==> src/hw/rtl/car_pkg.sv <==
// Package for the comb/allpass reverb: widths, tuning tables, helpers.
// Depends on nothing.
`timescale 1ns / 1ps
package car_pkg;
   localparam int IntWidth = 24;
   localparam int CfgWidth = 16;
   localparam logic [2:0] REG_FEEDBACK = 3'd0;
   localparam logic [2:0] REG_DAMPING  = 3'd1;
   localparam logic [2:0] REG_AP_GAIN  = 3'd2;
   localparam logic [2:0] REG_WET      = 3'd3;
   localparam logic [2:0] REG_DRY      = 3'd4;
   localparam logic [2:0] REG_FREEZE   = 3'd5;

   typedef logic signed [IntWidth-1:0] int_type;

   typedef struct packed {
      logic [15:0] feedback;
      logic [14:0] damping;
      logic [14:0] allpass_gain;
      logic [15:0] wet_gain;
      logic [15:0] dry_gain;
      logic        freeze;
   } cfg_type;

   function automatic logic [13:0] comb_len_tab(input logic [3:0] i);
      logic [13:0] r;
      case (i)
         4'd0: r = 14'd1116;  4'd1: r = 14'd1188;  4'd2: r = 14'd1277;  4'd3: r = 14'd1356;
         4'd4: r = 14'd1422;  4'd5: r = 14'd1491;  4'd6: r = 14'd1557;  4'd7: r = 14'd1617;
         4'd8: r = 14'd1139;  4'd9: r = 14'd1211;  4'd10: r = 14'd1300; 4'd11: r = 14'd1379;
         4'd12: r = 14'd1445; 4'd13: r = 14'd1514; 4'd14: r = 14'd1580; default: r = 14'd1640;
      endcase
      return r;
   endfunction

   function automatic logic [12:0] ap_len_tab(input logic [2:0] i);
      logic [12:0] r;
      case (i)
         3'd0: r = 13'd556; 3'd1: r = 13'd441; 3'd2: r = 13'd341; 3'd3: r = 13'd225;
         3'd4: r = 13'd579; 3'd5: r = 13'd464; 3'd6: r = 13'd364; default: r = 13'd248;
      endcase
      return r;
   endfunction

   // Round a Q.15 product sum to nearest, ties up (arithmetic shift floors).
   function automatic logic signed [47:0] q15_round(input logic signed [47:0] p);
      logic signed [47:0] v;
      v = p + 48'sd16384;
      return v >>> 15;
   endfunction

   function automatic int_type sat_int(input logic signed [47:0] v);
      int_type r;
      if (v > 48'sd8388607) r = 24'sh7FFFFF;
      else if (v < -48'sd8388608) r = 24'sh800000;
      else r = v[IntWidth-1:0];
      return r;
   endfunction
endpackage

==> src/hw/rtl/car_mac.sv <==
// Shared multiply-accumulate unit: one 25x18 product per enabled cycle into an accumulator.
// Depends on car_pkg.
`timescale 1ns / 1ps
module car_mac (
   input  logic                clock,
   input  logic                clear,
   input  logic                enable,
   input  logic signed [24:0]  op_a,
   input  logic signed [17:0]  op_b,
   output logic signed [47:0]  acc
);
   import car_pkg::*;
   logic signed [47:0] acc_ff, acc_in;
   logic signed [47:0] prod;
   assign prod = 48'(op_a) * 48'(op_b);
   always_comb begin
      acc_in = acc_ff;
      if (enable) acc_in = (clear ? 48'sd0 : acc_ff) + prod;
   end
   always_ff @(posedge clock) begin
      acc_ff <= acc_in;
   end
   assign acc = acc_ff;
endmodule

==> config.mk <==
export PLATFORM = sky130hd
export DESIGN_NAME = car_mac
export DESIGN_NICKNAME = d
export VERILOG_FILES = /design/src/hw/rtl/car_pkg.sv /design/src/hw/rtl/car_mac.sv
export SDC_FILE = /design/constraint.sdc
export NUM_CORES = 1
export LEC_CHECK = 0
export ABC_AREA = 1
export BUFFER_PORTS_ARGS = -buffer_cell sky130_fd_sc_hd__buf_2
export CORE_AREA = 5 5 226 228
export DETAILED_ROUTE_END_ITERATION = 8
export DIE_AREA = 0 0 231 233
export GPL_TIMING_DRIVEN = 1
export PLACE_DENSITY_LB_ADDON = 0.25
export SLEW_MARGIN = 25
export SYNTH_ARGS = -nofsm -noshare
export SYNTH_HDL_FRONTEND = slang
export SYNTH_SLANG_ARGS = --single-unit
==> constraint.sdc <==
create_clock -name clock -period 7.9 [get_ports clock]
set_clock_uncertainty 0.15 [all_clocks]
set_input_delay 0.395 -clock clock [delete_from_list [all_inputs] [get_ports clock]]
set_output_delay 0.395 -clock clock [all_outputs]
set_load 0.01 [all_outputs]
==> reports/results.ini <==
[clock_network]
cts_root_buffer=clkbuf_16
post_cts_resized=0
cts_tree=yes
numCtsBuffers=5
clk_latency_ps=300
clkTransAtPathRegs_ps=80
h-tree-depth=2
clock_path_buffers=2
clock-sinks=48
cts_hold_buf=0
postCtsSetupBuffers=0

[synth]
synthCells=2826
async_flop_share=0
netlist_top_cells_count=927 x inv_1, 856 x nand2_1, 507 x fa_1
synth_top_area_cell=fa_1
synth.net_count=3516
syn_area_um2=21700
yosys_warnings=0
yosysUniqueCellTypes=24
syn_area_per_cell_um2=7.68
synth_area_leaders=fa_1 47%, inv_1 16%, nand2_1 15%, ha_1 7.9%, edfxtp_1 6.6%
ys.flop_type=edfxtp_1
synth_edf_count=48
synth-seq-cells=48
yosysMostFrequentCell=inv_1
yosysTopAreaCellShare=0.468
seq_area_frac_synth=0.0664

[critical_path]
critPathLaunchType=input pin
end_kind=flop
crit_fanout=25
worstPathRequired_ps=7820
crit_type=in -> reg
crit_arrival_ps=6890

[place]
io_buffers=93
detailed_place_hpwl_mm=50.7
pre_cts_ws_ps=640
placed_cells=3439
gp_congestion=0.933

[cells_and_area]
layout-drive-gt1-share=0.0503
diodes=0
area_delta_synth_final_pct=4.92
nets=3514
final_util=0.468
largest_register_ffs=48
fin_cells=3446

[run]
maxCapViolations=0

[sta]
hold_viol=0
grt_setup_unrepaired=no
fin_crit_sh=0.883
worst_slack_ps=927
period_minus_slack_ps=6970
drv_slew=0
slew_headroom=0.418
max_freq_mhz=143
setup_viol=0
worst_slew_pin_slew_ps=872
tns_ps=0

[route]
avgViaCountPerCell=4.76
route.detailed.drc=0
wl_mm=56.7
dr.pass1.iters=5
wl_per_cell_um=16.5
drtAntennaViolNets=0
drt_first_iter_violations=978
routed-via-count=16416

[global_routing]
grt_max_degree=49
overflow=0
grt_pass1_wl_mm=95.1
antenna_found_initial=1
grtUsageTotal=0.220
first_global_vias=17897

[floorplanning]
die_h_um=233
io_pins=94
core_area_um2=48600
placement_rows=81
die_w_um=231
dieArea_um2=53800
start_util=0.446

[outcome]
status=completed

[hold_path]
hold_class=in -> reg

-- layout make-up --
cell class	count	area, µm²
multi-input combinational	1742	16400
clock buffer	5	125
clock inverter	2	60.1
timing repair buffer	99	510
tap	622	778
inverter	928	3480
sequential	48	1440
fill	4848	25900
-- logic make-up after synthesis --
logic type / count (synthesis) / synth area share
AOI/OAI and AO/OA: 28 / 0.00697
and+or+nand+nor: 1043 / 0.190
DFF: 48 / 0.0664
xor gates and xnor gates: 27 / 0.0109
buffers and inverters: 1036 / 0.179
adders and majority gates: 644 / 0.547
-- metrics by stage --
stage	hold WS, ps	instance area [µm²]
2_1_floorplan	357	21700
3_3_place_gp	511	22600
3_5_place_dp	536	22600
4_1_cts	437	22800
5_1_grt	494	22800
6_report	449	22800
-- metal layers --
layer	vias up	global-route usage	routed length, µm
met1	8226	0.308	25600
li1	7741	-	-
met4	0	0.0345	848
met3	69	0.0228	2590
met2	380	0.382	27700
met5	-	0	0
-- worst max-delay path, cell delays in order --
cell and delay [ps]:
buf_2 420, nand2_1 210, fa_1 570, inv_1 130, fa_1 510, inv_1 650
fa_1 540, inv_1 80, fa_1 440, fa_1 560, fa_1 420, ha_1 310
ha_1 380, nand2_1 150, nor2_1 380, nand2_1 240, nor3_2 190, nand3_1 110
nand4_1 100, nand2_1 50
-- cells in the final DEF (no fill, tap or decap) --
cell type    n
a21o_1       2
inv_2        1
nand3_1     48
clkbuf_16    5
nand2_2     12
o21ai_2      1
buf_4        6
bufinv_16    2
nor2_2      10
fa_1       507
nor2_1      94
nor3_2       4
a21oi_1     23
nand3_2      3
xnor2_1      5
or2_2        3
inv_1      927
nand2_1    856
nand4_1     11
o21ai_0      1
buf_2       93
nor2_4       2
edfxtp_1    48
xor2_1      22
o21bai_1     1
ha_1       137
-- path summary, 6_finish.rpt --
kind           start      end  slack, ps  cells past startpoint
max          op_b[1]  acc[41]        930                     20
min            clear   acc[0]        450                      3
max reg2reg   acc[4]  acc[32]       2810                     21
min reg2reg   acc[0]   acc[0]        550                      3
Power is not shown: default switching activity piles up to over one toggle a cycle in this logic, so the estimate is an artifact.
